**config.mk**
```make
export PLATFORM = sky130hd
export DESIGN_NAME = framed_packet_receiver_core
export DESIGN_NICKNAME = d
export VERILOG_FILES = /design/src/hw/rtl/frx_pkg.sv /design/src/hw/rtl/framed_packet_receiver_core.sv /design/src/hw/rtl/frx_queue.sv /design/src/hw/rtl/frx_front.sv /design/src/hw/rtl/frx_back.sv
export SDC_FILE = /design/constraint.sdc
export NUM_CORES = 1
export LEC_CHECK = 0
export BUFFER_PORTS_ARGS = -buffer_cell sky130_fd_sc_hd__buf_2
export CELL_PAD_IN_SITES_DETAIL_PLACEMENT = 0
export CELL_PAD_IN_SITES_GLOBAL_PLACEMENT = 2
export CORE_UTILIZATION = 35
export DETAILED_ROUTE_END_ITERATION = 8
export PLACE_DENSITY_LB_ADDON = 0.2
export RECOVER_POWER = 25
export SLEW_MARGIN = 20
export SYNTH_ARGS = -nofsm -noshare
export SYNTH_HDL_FRONTEND = slang
export SYNTH_HIERARCHICAL = 1
export SYNTH_SLANG_ARGS = --single-unit
```
**constraint.sdc**
```tcl
create_clock -name clk_i -period 4.1 [get_ports clk_i]
set_clock_uncertainty 0.2 [all_clocks]
set_input_delay 0.205 -clock clk_i [delete_from_list [all_inputs] [get_ports clk_i]]
set_output_delay 0.205 -clock clk_i [all_outputs]
set_load 0.05 [all_outputs]
```
**src/hw/rtl/frx_pkg.sv**
```systemverilog
`timescale 1ns / 1ps
// ----------------------------------------------------------------------------
// frx_pkg
// Shared types, constants and the CRC-16/Modbus byte update for the framed
// packet receiver.
// ----------------------------------------------------------------------------
package frx_pkg;

  localparam int BUFFER_BYTES = 64;
  localparam int HEADER_BYTES = 27;
  localparam int CMD_AT       = 24;
  localparam int LEN_HI_AT    = 25;
  localparam int LEN_LO_AT    = 26;
  localparam int HDR_KEEP     = 25;
  localparam int QUEUE_DEPTH  = 2;

  localparam int PAY_AW    = $clog2(BUFFER_BYTES);
  localparam int HDR_AW    = $clog2(HEADER_BYTES);
  localparam int IDX_W     = (PAY_AW > HDR_AW) ? PAY_AW : HDR_AW;
  localparam int CUR_W     = $clog2(HEADER_BYTES + BUFFER_BYTES + 1);
  localparam int LEN_W     = 16;
  localparam int DLEN_W    = 6;
  localparam int ADDR_W    = 32;
  localparam int CFG_IDX_W = 2;

  localparam logic [31:0] PREAMBLE_WORD = 32'h55AA_7892;
  localparam logic [15:0] CRC_POLY      = 16'hA001;
  localparam logic [15:0] CRC_INIT      = 16'hFFFF;
  localparam logic [7:0]  CMD_IDENTIFY  = 8'd255;
  localparam logic [7:0]  CMD_DESCRIBE  = 8'd254;

  localparam logic [CFG_IDX_W-1:0] CFG_ADDR_HIGH = 2'd0;
  localparam logic [CFG_IDX_W-1:0] CFG_ADDR_MID  = 2'd1;
  localparam logic [CFG_IDX_W-1:0] CFG_ADDR_LOW  = 2'd2;

  typedef enum logic [1:0] {
    OP_RESTART,
    OP_HEADER,
    OP_PAYLOAD,
    OP_SKIP
  } op_e;

  typedef enum logic [1:0] {
    KIND_APP   = 2'd0,
    KIND_DESC  = 2'd1,
    KIND_IDENT = 2'd2
  } kind_e;

  typedef struct packed {
    op_e               op;
    logic [7:0]        data;
    logic [IDX_W-1:0]  idx;
    logic              capture;
    logic              check;
    logic [DLEN_W-1:0] len;
  } item_t;

  typedef struct packed {
    logic [ADDR_W-1:0] high;
    logic [ADDR_W-1:0] mid;
    logic [ADDR_W-1:0] low;
  } addr_t;

  typedef struct packed {
    addr_t             sender;
    logic [7:0]        command;
    kind_e             service_kind;
    logic              broadcast;
    logic [DLEN_W-1:0] data_length;
    logic [DLEN_W-1:0] byte_index;
    logic [7:0]        payload_byte;
    logic              payload_valid;
    logic              last;
  } result_t;

  function automatic logic [15:0] crc16_byte(input logic [15:0] crc, input logic [7:0] b);
    logic [15:0] c;
    c = crc ^ {8'h00, b};
    for (int k = 0; k < 8; k++) begin
      c = c[0] ? ((c >> 1) ^ CRC_POLY) : (c >> 1);
    end
    return c;
  endfunction

endpackage

```
**src/hw/rtl/framed_packet_receiver_core.sv**
```systemverilog
`timescale 1ns / 1ps
// ----------------------------------------------------------------------------
// framed_packet_receiver_core
// Receiver for preamble-framed packets with a CRC-16/Modbus check.
// ----------------------------------------------------------------------------
// Received bytes enter through push/full; a transfer takes place on a rising
// edge with push high and full low. A parser classifies each byte and hands it
// through a two-entry queue to the back end, which runs the CRC and stores the
// header and payload, one byte per cycle. While the back end is free a byte
// can be taken in every cycle.
// When a frame passes its CRC and address check, its payload leaves through
// empty/pop as one result per byte (one result for an empty payload). The
// first result appears after the last CRC byte, once the back end has read
// the payload byte in state S_READ and moved to S_HOLD; for an empty payload
// it appears in the cycle after that byte. Each further result passes
// through S_READ likewise after the previous one is popped. During a run the
// back end takes no bytes from the queue, so full rises once two more bytes
// wait; a stalled receiver holds the current result and everything behind it.
// Own address registers are written through cfg_we_i/cfg_idx_i/cfg_wdata_i.
// Reset clears the address registers, the preamble window, the frame position
// and the queue, and presets the CRC. The header and payload stores are not
// cleared; bytes before the first preamble are parsed as a frame.
// ----------------------------------------------------------------------------
module framed_packet_receiver_core import frx_pkg::*; (
  input  logic                 clk_i,
  input  logic                 rst_ni,
  input  logic                 push,
  output logic                 full,
  input  logic [7:0]           rx_byte_i,
  output logic                 empty,
  input  logic                 pop,
  output logic [31:0]          sender_high_o,
  output logic [31:0]          sender_mid_o,
  output logic [31:0]          sender_low_o,
  output logic [7:0]           command_o,
  output logic [1:0]           service_kind_o,
  output logic                 broadcast_o,
  output logic [DLEN_W-1:0]    data_length_o,
  output logic [DLEN_W-1:0]    byte_index_o,
  output logic [7:0]           payload_byte_o,
  output logic                 payload_valid_o,
  output logic                 last_o,
  input  logic                 cfg_we_i,
  input  logic [CFG_IDX_W-1:0] cfg_idx_i,
  input  logic [ADDR_W-1:0]    cfg_wdata_i
);

  addr_t   own_q;
  item_t   f_item, q_item;
  logic    f_push, q_full, q_empty, q_pop, res_valid;
  result_t res;

  always_ff @(posedge clk_i or negedge rst_ni) begin
    if (!rst_ni) begin
      own_q <= '0;
    end else if (cfg_we_i) begin
      unique case (cfg_idx_i)
        CFG_ADDR_HIGH: own_q.high <= cfg_wdata_i;
        CFG_ADDR_MID:  own_q.mid  <= cfg_wdata_i;
        CFG_ADDR_LOW:  own_q.low  <= cfg_wdata_i;
        default:       own_q      <= own_q;
      endcase
    end
  end

  frx_front u_front (
    .clk_i     (clk_i),
    .rst_ni    (rst_ni),
    .push_i    (push),
    .q_full_i  (q_full),
    .rx_byte_i (rx_byte_i),
    .q_push_o  (f_push),
    .item_o    (f_item)
  );

  frx_queue u_queue (
    .clk_i   (clk_i),
    .rst_ni  (rst_ni),
    .push_i  (f_push),
    .item_i  (f_item),
    .full_o  (q_full),
    .pop_i   (q_pop),
    .item_o  (q_item),
    .empty_o (q_empty)
  );

  frx_back u_back (
    .clk_i       (clk_i),
    .rst_ni      (rst_ni),
    .own_addr_i  (own_q),
    .q_empty_i   (q_empty),
    .item_i      (q_item),
    .q_pop_o     (q_pop),
    .res_pop_i   (pop),
    .res_valid_o (res_valid),
    .res_o       (res)
  );

  assign full            = q_full;
  assign empty           = !res_valid;
  assign sender_high_o   = res.sender.high;
  assign sender_mid_o    = res.sender.mid;
  assign sender_low_o    = res.sender.low;
  assign command_o       = res.command;
  assign service_kind_o  = res.service_kind;
  assign broadcast_o     = res.broadcast;
  assign data_length_o   = res.data_length;
  assign byte_index_o    = res.byte_index;
  assign payload_byte_o  = res.payload_byte;
  assign payload_valid_o = res.payload_valid;
  assign last_o          = res.last;

  a_no_drain_during_run: assert property (@(posedge clk_i) disable iff (!rst_ni)
    !empty |-> !q_pop)
    else $error("queue drained while a result is pending");

  a_last_ends_run: assert property (@(posedge clk_i) disable iff (!rst_ni)
    (pop && !empty && last_o) |=> empty)
    else $error("result still shown after the final transfer of a run");

  a_empty_payload_form: assert property (@(posedge clk_i) disable iff (!rst_ni)
    (!empty && !payload_valid_o) |-> (last_o && byte_index_o == '0 && data_length_o == '0))
    else $error("malformed result for an empty payload");

  a_index_in_range: assert property (@(posedge clk_i) disable iff (!rst_ni)
    (!empty && payload_valid_o) |-> (byte_index_o < data_length_o))
    else $error("payload index beyond frame length");

endmodule

```
**src/hw/rtl/frx_queue.sv**
```systemverilog
`timescale 1ns / 1ps
// ----------------------------------------------------------------------------
// frx_queue
// Short queue of classified bytes between the front parser and the back end.
// ----------------------------------------------------------------------------
module frx_queue import frx_pkg::*; (
  input  logic  clk_i,
  input  logic  rst_ni,
  input  logic  push_i,
  input  item_t item_i,
  output logic  full_o,
  input  logic  pop_i,
  output item_t item_o,
  output logic  empty_o
);

  localparam int QPTR_W = (QUEUE_DEPTH > 1) ? $clog2(QUEUE_DEPTH) : 1;
  localparam int CNT_W  = $clog2(QUEUE_DEPTH + 1);

  item_t              slot_q [QUEUE_DEPTH];
  logic [QPTR_W-1:0]  wr_q, wr_d, rd_q, rd_d;
  logic [CNT_W-1:0]   cnt_q, cnt_d;
  logic               do_push, do_pop;

  assign full_o  = (cnt_q == CNT_W'(QUEUE_DEPTH));
  assign empty_o = (cnt_q == '0);
  assign item_o  = slot_q[rd_q];
  assign do_push = push_i && !full_o;
  assign do_pop  = pop_i && !empty_o;

  always_comb begin
    wr_d  = wr_q;
    rd_d  = rd_q;
    cnt_d = cnt_q;
    if (do_push) begin
      wr_d = (wr_q == QPTR_W'(QUEUE_DEPTH - 1)) ? '0 : wr_q + QPTR_W'(1);
    end
    if (do_pop) begin
      rd_d = (rd_q == QPTR_W'(QUEUE_DEPTH - 1)) ? '0 : rd_q + QPTR_W'(1);
    end
    if (do_push && !do_pop) begin
      cnt_d = cnt_q + CNT_W'(1);
    end else if (do_pop && !do_push) begin
      cnt_d = cnt_q - CNT_W'(1);
    end
  end

  always_ff @(posedge clk_i or negedge rst_ni) begin
    if (!rst_ni) begin
      wr_q  <= '0;
      rd_q  <= '0;
      cnt_q <= '0;
    end else begin
      wr_q  <= wr_d;
      rd_q  <= rd_d;
      cnt_q <= cnt_d;
    end
  end

  always_ff @(posedge clk_i) begin
    if (do_push) begin
      slot_q[wr_q] <= item_i;
    end
  end

endmodule

```
**src/hw/rtl/frx_front.sv**
```systemverilog
`timescale 1ns / 1ps
// ----------------------------------------------------------------------------
// frx_front
// Byte parser: preamble search, frame position tracking and length capture.
// Each accepted byte leaves as one classified item for the back end.
// ----------------------------------------------------------------------------
module frx_front import frx_pkg::*; (
  input  logic       clk_i,
  input  logic       rst_ni,
  input  logic       push_i,
  input  logic       q_full_i,
  input  logic [7:0] rx_byte_i,
  output logic       q_push_o,
  output item_t      item_o
);

  logic [31:0]      win_q, win_d;
  logic [CUR_W-1:0] cur_q, cur_d, cur_inc;
  logic [7:0]       len_hi_q, len_hi_d;
  logic [LEN_W-1:0] len_q, len_d;
  logic [CUR_W-1:0] pay_off;
  logic [LEN_W:0]   cap_at, chk_at;

  assign q_push_o = push_i && !q_full_i;
  assign cur_inc  = cur_q + CUR_W'(1);
  assign pay_off  = cur_q - CUR_W'(HEADER_BYTES);
  // The first CRC byte sits one past the payload; the check falls on the second.
  assign cap_at   = {1'b0, len_q} + (LEN_W + 1)'(HEADER_BYTES + 1);
  assign chk_at   = {1'b0, len_q} + (LEN_W + 1)'(HEADER_BYTES + 2);

  always_comb begin
    win_d          = {win_q[23:0], rx_byte_i};
    cur_d          = cur_q;
    len_hi_d       = len_hi_q;
    len_d          = len_q;
    item_o.op      = OP_SKIP;
    item_o.data    = rx_byte_i;
    item_o.idx     = '0;
    item_o.capture = 1'b0;
    item_o.check   = 1'b0;
    item_o.len     = len_q[DLEN_W-1:0];
    priority if (win_d == PREAMBLE_WORD) begin
      item_o.op = OP_RESTART;
      cur_d     = '0;
    end else if (cur_q < CUR_W'(HEADER_BYTES)) begin
      item_o.op  = OP_HEADER;
      item_o.idx = IDX_W'(cur_q);
      cur_d      = cur_inc;
      if (cur_q == CUR_W'(LEN_HI_AT)) begin
        len_hi_d = rx_byte_i;
      end
      if (cur_q == CUR_W'(LEN_LO_AT)) begin
        len_d = {len_hi_q, rx_byte_i};
      end
    end else if (cur_q < CUR_W'(HEADER_BYTES + BUFFER_BYTES)) begin
      item_o.op      = OP_PAYLOAD;
      item_o.idx     = IDX_W'(pay_off[PAY_AW-1:0]);
      item_o.capture = (cap_at == (LEN_W + 1)'(cur_inc));
      item_o.check   = (chk_at == (LEN_W + 1)'(cur_inc));
      cur_d          = cur_inc;
    end else begin
      item_o.op = OP_SKIP;
    end
  end

  always_ff @(posedge clk_i or negedge rst_ni) begin
    if (!rst_ni) begin
      win_q    <= '0;
      cur_q    <= '0;
      len_hi_q <= '0;
      len_q    <= '0;
    end else if (q_push_o) begin
      win_q    <= win_d;
      cur_q    <= cur_d;
      len_hi_q <= len_hi_d;
      len_q    <= len_d;
    end
  end

endmodule

```
**src/hw/rtl/frx_back.sv**
```systemverilog
`timescale 1ns / 1ps
// ----------------------------------------------------------------------------
// frx_back
// Executes classified bytes: CRC, header and payload storage, the frame
// check, and readout of an accepted frame's payload as a run of results.
// ----------------------------------------------------------------------------
module frx_back import frx_pkg::*; (
  input  logic    clk_i,
  input  logic    rst_ni,
  input  addr_t   own_addr_i,
  input  logic    q_empty_i,
  input  item_t   item_i,
  output logic    q_pop_o,
  input  logic    res_pop_i,
  output logic    res_valid_o,
  output result_t res_o
);

  typedef enum logic [2:0] {
    S_RUN  = 3'b001,
    S_READ = 3'b010,
    S_HOLD = 3'b100
  } bstate_e;

  bstate_e           state_q, state_d;
  logic [15:0]       crc_q, crc_d, crc_step;
  logic [15:0]       capt_q, capt_d;
  logic [7:0]        prev_q, prev_d;
  logic [DLEN_W-1:0] len_q, len_d;
  logic [DLEN_W-1:0] k_q, k_d;
  logic [7:0]        hdr_q [HDR_KEEP];
  logic [7:0]        pay_mem [BUFFER_BYTES];
  logic [7:0]        rd_q;
  logic              hdr_we, pay_we, rd_en;
  addr_t             target;
  logic              bcast, own_hit, frame_ok, is_last;

  assign target.high = {hdr_q[12], hdr_q[13], hdr_q[14], hdr_q[15]};
  assign target.mid  = {hdr_q[16], hdr_q[17], hdr_q[18], hdr_q[19]};
  assign target.low  = {hdr_q[20], hdr_q[21], hdr_q[22], hdr_q[23]};
  assign bcast       = (target == '0);
  assign own_hit     = (target == own_addr_i);

  assign q_pop_o  = (state_q == S_RUN) && !q_empty_i;
  assign crc_step = crc16_byte(crc_q, item_i.data);
  assign hdr_we   = q_pop_o && (item_i.op == OP_HEADER) &&
                    (item_i.idx < IDX_W'(HDR_KEEP));
  assign pay_we   = q_pop_o && (item_i.op == OP_PAYLOAD);
  assign frame_ok = pay_we && item_i.check && ({prev_q, item_i.data} == capt_q) &&
                    (bcast || own_hit);
  assign rd_en    = (state_q == S_READ);
  assign is_last  = (len_q == '0) || (k_q == len_q - DLEN_W'(1));

  always_comb begin
    state_d = state_q;
    crc_d   = crc_q;
    capt_d  = capt_q;
    prev_d  = prev_q;
    len_d   = len_q;
    k_d     = k_q;
    unique case (state_q)
      S_RUN: begin
        if (q_pop_o) begin
          unique case (item_i.op)
            OP_RESTART: crc_d = CRC_INIT;
            OP_HEADER:  crc_d = crc_step;
            OP_PAYLOAD: begin
              crc_d  = crc_step;
              prev_d = item_i.data;
              if (item_i.capture) begin
                capt_d = crc_q;
              end
            end
            OP_SKIP:    crc_d = crc_step;
            default:    crc_d = crc_q;
          endcase
          if (frame_ok) begin
            len_d   = item_i.len;
            k_d     = '0;
            state_d = (item_i.len == '0) ? S_HOLD : S_READ;
          end
        end
      end
      S_READ: state_d = S_HOLD;
      S_HOLD: begin
        if (res_pop_i) begin
          if (is_last) begin
            state_d = S_RUN;
          end else begin
            k_d     = k_q + DLEN_W'(1);
            state_d = S_READ;
          end
        end
      end
      default: state_d = S_RUN;
    endcase
  end

  always_ff @(posedge clk_i or negedge rst_ni) begin
    if (!rst_ni) begin
      state_q <= S_RUN;
      crc_q   <= CRC_INIT;
      capt_q  <= '0;
      prev_q  <= '0;
      len_q   <= '0;
      k_q     <= '0;
    end else begin
      state_q <= state_d;
      crc_q   <= crc_d;
      capt_q  <= capt_d;
      prev_q  <= prev_d;
      len_q   <= len_d;
      k_q     <= k_d;
    end
  end

  always_ff @(posedge clk_i) begin
    if (hdr_we) begin
      hdr_q[item_i.idx[HDR_AW-1:0]] <= item_i.data;
    end
  end

  always_ff @(posedge clk_i) begin
    if (pay_we) begin
      pay_mem[item_i.idx[PAY_AW-1:0]] <= item_i.data;
    end
    if (rd_en) begin
      rd_q <= pay_mem[k_q[PAY_AW-1:0]];
    end
  end

  // Header and length stay put while a run is read out, since no bytes are
  // taken from the queue until the last result has gone.
  assign res_valid_o         = (state_q == S_HOLD);
  assign res_o.sender.high   = {hdr_q[0], hdr_q[1], hdr_q[2], hdr_q[3]};
  assign res_o.sender.mid    = {hdr_q[4], hdr_q[5], hdr_q[6], hdr_q[7]};
  assign res_o.sender.low    = {hdr_q[8], hdr_q[9], hdr_q[10], hdr_q[11]};
  assign res_o.command       = hdr_q[CMD_AT];
  assign res_o.service_kind  = (hdr_q[CMD_AT] == CMD_IDENTIFY) ? KIND_IDENT :
                               (hdr_q[CMD_AT] == CMD_DESCRIBE) ? KIND_DESC : KIND_APP;
  assign res_o.broadcast     = bcast;
  assign res_o.data_length   = len_q;
  assign res_o.byte_index    = k_q;
  assign res_o.payload_byte  = (len_q == '0) ? 8'h00 : rd_q;
  assign res_o.payload_valid = (len_q != '0);
  assign res_o.last          = is_last;

endmodule
```
==> out/qor.yml, run 1 <==
clock_sinks: 978
die_w_um: 337
rows: 122
yosysTopAreaCell: "edfxtp_1"
r2r-start: "u_queue/rd_q"
ys_seq_elements: 978
n_fill_cell: 10100
synthTopCellsByArea: "edfxtp_1 59%, dfrtp_1 12%, mux4_2 9.6%"
grtUsageTotal: 0.188
htreeDepth: 3
fin_crit_ns: 4.00
cts_buffers: 104
vias: 20900
clock_path_buffers: 3
grt_pass1_wl_um: 154000
place.gp.congestion: 0.790
required_ns: 3.69
violations: "capacitance limit, slew limit"
ys_types: 68
ios: 178
path_max_fanout: 2
drc: 0
avgViaCountPerCell: 5.11
synth_commonest_cells: "768 x edfxtp_1, 193 x dfrtp_1, 168 x mux4_2"
tritoncts: "done"
worstSetupEndpointType: "output pin"
synth_most_common_cell: "edfxtp_1"
fmax_ghz: 0.250
routedWlPerCell_um: 26.0
startpoint_type: "register"
fin_crit_sh: 0.975
final_util: 0.417
r2r-end: "u_back/hdr_q[4][7]"
clk_pin_slew_ns: 0.06
syn_nets: 2227
async_flop_share: 0.215
core_um2: 111000
synth_edf_count: 768
hold_start: "cfg_wdata_i[27]"
finalPower_w: 0.0285
dp_hpwl_um: 68400
setup-violations-final: 0
reg2regPathDepth: 4
grt_pass1_vias: 21800
syn2layout_area_growth_pct: 17.6
synth_top_area_share: 0.586
rsz0062_at_grt: "false"
min_path_type: "input pin to register"
slew_violations: 210
synth.cell_area_um2: 39400
nets: 2564
avgSynthCellArea_um2: 18.1
drtAntennaViolNets: 0
ys_seq_area_frac: 0.720
slew-limit-headroom: -0.570
drtIter0Drc: 1574
p_leak_nw: 15.4
clock_latency_ns: 0.70
port_buffers: 177
wl_um: 106000
fin_tns_setup_ns: 0
ys.flop_type: "edfxtp_1"
status: "finished with violations"
whs_endpoint: "own_q[27]"
drive_gt1_frac: 0.265
critPathKind: "register to output pin"
drv_cap: 6
yosys_warnings: 6
netlist_instances: 2172
cellPowerDensity_nw_per_um2: 615
whs_path_depth: 3
grt_max_degree: 91
grt.overflow.total: 0
cts_resized: 0
tightest_slew_ns: 2.35
reg2reg_setup_slack_ns: 0.51
first_pass_iters: 5
crit_arrival_ns: 3.59
start_util: 0.354
ir_worst_vdd_v: 0.000472
die_y_um: 337
antenna_found_initial: 2
final_hold_viol_count: 0
die-area_um2: 114000
cts_root_buf: "clkbuf_16"
-- registers in the layout, indices dropped and copies added (netlist names), 3 cells and up --
| register | cells |
|---|---|
| u_front/cur_q | 7 |
| own_q | 96 |
| u_back/k_q | 6 |
| u_back/crc_q | 16 |
| u_front/len_q | 16 |
| u_front/win_q | 24 |
| u_back/pay_mem | 512 |
| u_back/len_q | 6 |
| u_back/capt_q | 16 |
| u_back/prev_q | 8 |
| u_queue/slot_q | 48 |
| u_back/state_q | 3 |
| u_back/rd_q | 8 |
| u_front/len_hi_q | 8 |
| u_back/hdr_q | 200 |
-- critical path, stage by stage, from the launching register on --
cell and delay [ns]:
edfxtp_1 0.49, nor4_1 0.62, nand4_1 0.21, nor4_1 0.97, and2_1 0.32, buf_2 0.29
-- where the power goes --
group	leakage, nW	internal [W]	switching, W	total [W]
Combinational	4.27	0.00196	0.00345	0.00541
Clock	1.70	0.00566	0.00400	0.00966
Sequential	9.46	0.0127	0.000701	0.0134
Total	15.4	0.0203	0.00815	0.0285
-- area by class of cell --
type                    instances  area [um^2]  share of cell area
repair buffers                339         2200              0.0476
flip-flops and latches        978        28300               0.612
diodes                          1         2.50           0.0000541
multi-input cells            1072        10300               0.223
inverters                      14         52.6             0.00114
clock inverters                66          779              0.0168
clock buffers                 130         2740              0.0592
well taps                    1488         1860              0.0402
-- worst max path at each step --
| stage | start | to | slack, ns | cells past startpoint |
|---|---|---|---|---|
| after floorplan | u_queue/cnt_q[0] | u_queue/slot_q[0][0] | 0.77 | 8 |
| after global placement | u_front/cur_q[0] | u_queue/slot_q[0][7] | 0.57 | 6 |
| after detailed placement | u_front/cur_q[0] | u_queue/slot_q[1][7] | 0.53 | 6 |
| after CTS | u_back/k_q[1] | last_o | 0.01 | 7 |
| after global routing | u_back/k_q[1] | last_o | 0.07 | 7 |
| final | u_back/hdr_q[16][1] | broadcast_o | 0.10 | 5 |
-- stage by stage --
stage	setup WS [ns]	hold slack, ns	area, um^2	std cells
after CTS	0.0116	0.0675	46400	4084
after detailed placement	0.527	0.0889	42400	3840
final	0.105	0.115	46300	4088
after floorplan	0.769	-0.291	39400	2172
after global routing	0.0732	0.102	46300	4087
after global placement	0.565	0.0701	42400	3840
-- kinds of logic (layout without fill, tap and decap cells) --
logic type | after synthesis | count (layout) | synth area share
flops | 978 | 978 | 0.720
simple gates | 453 | 453 | 0.0572
mux | 342 | 342 | 0.148
xor+xnor | 170 | 170 | 0.0382
buf+inv | 122 | 549 | 0.0180
compound gates | 99 | 99 | 0.0165
fa+ha+maj | 8 | 8 | 0.00254
other cells | 0 | 1 | 0
-- repair_timing --
action,4_1_cts,5_1_grt
endpoints found under the setup margin,0,1
endpoints found under the hold margin,334,0
hold buffers,48,0
setup buffers,0,1
-- routing by layer --
metal / GRT usage / share of wire / up-vias
li1: - / - / 9130
met1: 0.264 / 0.45 / 11100
met2: 0.305 / 0.48 / 563
met3: 0.0322 / 0.059 / 116
met4: 0.0451 / 0.018 / 0
met5: 0 / 0 / -
-- cell usage in the layout (no fill, tap or decap), types with 18 or more instances in the layout --
cell	synthesis	final
dlygate4sd3_1	0	47
nor2_1	131	130
mux4_2	168	168
clkbuf_16	0	105
a21oi_1	32	32
o21ai_0	24	25
buf_4	19	97
edfxtp_1	768	768
nor4_1	38	38
mux2_2	147	147
nand2_1	125	125
xor2_1	18	18
xnor2_1	151	151
clkinv_1	0	21
nand3_1	19	19
buf_2	8	61
clkbuf_1	53	142
nand4_1	45	45
dfrtp_1	193	189
Power figures use the tool's default switching activity.
==> run 2: changes to the inputs <==
Settings changed: CORE_UTILIZATION 35 to 47, RECOVER_POWER 25 to 100.
==> out/qor.yml, run 2 (synthesized netlist as in run 1, its figures left out) <==
status: "finished with violations"  # unchanged
violations: "capacitance limit, slew limit"  # unchanged
start_util: 0.477  # was 0.354
cts_buffers: 101  # was 104
wl_um: 99200  # was 106000 um
crit_slowest_cell: "nor2_1"  # was nor4_1
port_buffers: 177  # unchanged
required_ns: 4.17  # was 3.69 ns
die_w_um: 291  # was 337 um
drtAntennaViolNets: 0  # unchanged
dpl_worst_slack_ns: 0.604  # was 0.527 ns
fin_crit_sh: 0.946  # was 0.975
min_path_type: "input pin to register"  # unchanged
clock_latency_ns: 0.66  # was 0.70 ns
htreeDepth: 3  # unchanged
clock_sinks: 978  # unchanged
worstSetupEndpointType: "register"  # was output pin
rsz0062_at_grt: "false"  # unchanged
rows: 105  # was 122
core_um2: 82500  # was 111000 um^2
cts_resized: 0  # unchanged
worst_slack_ns: 0.220  # was 0.105 ns
grt_max_degree: 101  # was 91
crit_chain: "nor4b_1 -> nor4bb_1 -> o21ai_2 -> clkbuf_2 -> nor2_1"  # was nor4_1 -> nand4_1 -> nor4_1 -> and2_1 -> buf_2
dp_hpwl_um: 65900  # was 68400 um
crit_arrival_ns: 3.95  # was 3.59 ns
antenna_found_initial: 1  # was 2
final_common_cell: "edfxtp_1"  # unchanged
cts_root_buf: "clkbuf_16"  # unchanged
fmax_ghz: 0.258  # was 0.250 GHz
clock_path_buffers: 3  # unchanged
largest_register_ffs: 512  # unchanged
slew_violations: 390  # was 210
startpoint_type: "register"  # unchanged
placed_cells: 3401  # was 3840
fin_tns_setup_ns: 0  # unchanged
nets: 2533  # was 2564
clk_pin_slew_ns: 0.06  # about the same
cellPowerDensity_nw_per_um2: 616  # was 615 nW/um^2
p_leak_nw: 14.8  # was 15.4 nW
ir_worst_vdd_v: 0.000721  # was 0.000472 V
stdcell_count: 3634  # was 4088
first_pass_iters: 7  # was 5
setup-violations-final: 0  # unchanged
crit_path_max_incr_delay_ns: 0.96  # was 0.97 ns
final_hold_viol_count: 0  # unchanged
drc: 0  # unchanged
fin_crit_ns: 3.88  # was 4.00 ns
grtUsageTotal: 0.236  # was 0.188
mostFrequentLayoutCells: "768 x edfxtp_1, 202 x clkbuf_1, 189 x dfrtp_1, 168 x mux4_2, 151 x xnor2_1"  # was 768 x edfxtp_1, 189 x dfrtp_1, 168 x mux4_2, 151 x xnor2_1, 147 x mux2_2
avgViaCountPerCell: 5.77  # was 5.11
path_max_fanout: 25  # was 2
die-area_um2: 84900  # was 114000 um^2
drive_gt1_frac: 0.232  # was 0.265
grt_pass1_wl_um: 146000  # was 154000 um
ios: 178  # unchanged
die_y_um: 291  # was 337 um
tightest_slew_ns: 2.79  # was 2.35 ns
grt.overflow.total: 0  # unchanged
tritoncts: "done"  # unchanged
drv_cap: 7  # was 6
vias: 21000  # was 20900
slew-limit-headroom: -0.859  # was -0.570
place.gp.congestion: 0.859  # was 0.790
syn2layout_area_growth_pct: 14.1  # was 17.6%
critPathKind: "register to register"  # was register to output pin
insertedDiodeCount: 0  # was 1
grt_pass1_vias: 21500  # was 21800
final_util: 0.544  # was 0.417
routedWlPerCell_um: 27.3  # was 26.0 um
drtIter0Drc: 1768  # was 1574
run 2: per-stage QoR:
step	cell area (um^2)	total power, W	hold slack [ns]
final	44900	0.0277	0.146
after global routing	44900	0.0288	0.151
after CTS	45400	0.0279	0.00837
after detailed placement	41700	0.0190	0.120
after global placement	41700	0.0189	0.119
after floorplan	39400	0.0170	-0.291
run 2: layout make-up:
class	count	area (um^2)
fillers	6615	37600
flip-flops and latches	978	28300
multi-input cells	1072	10300
clock buffers	132	2710
repair buffers	311	1680
well taps	1070	1340
clock inverters	57	519
inverters	14	52.6
run 2: per-layer routing:
metal  vias to the layer above  track usage  share of wire
li1                       9031            -              -
met1                     11100        0.345           0.44
met2                       682        0.370           0.48
met3                       144       0.0394          0.062
met4                         2       0.0601          0.021
met5                         -            0        0.00010
run 2: critical path, delay by kind of cell (launching register included):
kind	cells	cell delay, ns
flip-flops	1	0.58
AO/OA/AOI/OAI	1	0.10
AND/OR/NAND/NOR	3	2.19
buffers and inverters	1	0.41
run 2: power by group:
| part | internal (W) | switching [W] | leakage, nW |
|---|---|---|---|
| registers | 0.0127 | 0.000702 | 9.46 |
| clock network | 0.00512 | 0.00382 | 1.58 |
| logic | 0.00183 | 0.00343 | 3.80 |
| total | 0.0197 | 0.00796 | 14.8 |
run 2: worst paths after layout:
| check | start | end | slack (ns) | cells after the start |
|---|---|---|---|---|
| max | u_back/state_q[0] | u_back/hdr_q[21][7] | 0.22 | 5 |
| min | cfg_wdata_i[24] | own_q[88] | 0.15 | 3 |
| max reg2reg | u_back/state_q[0] | u_back/hdr_q[21][7] | 0.22 | 5 |
| min reg2reg | u_front/win_q[18] | u_front/win_q[18] | 0.28 | 2 |
| max in group asynchronous | rst_ni | own_q[37] | 0.80 | 3 |
| min in group asynchronous | rst_ni | own_q[46] | 0.71 | 2 |
run 2: repair_timing:
action,in CTS,in global routing
endpoints found under the setup margin,0,0
setup buffers,0,0
hold endpoints to repair,260,0
hold buffers,44,0
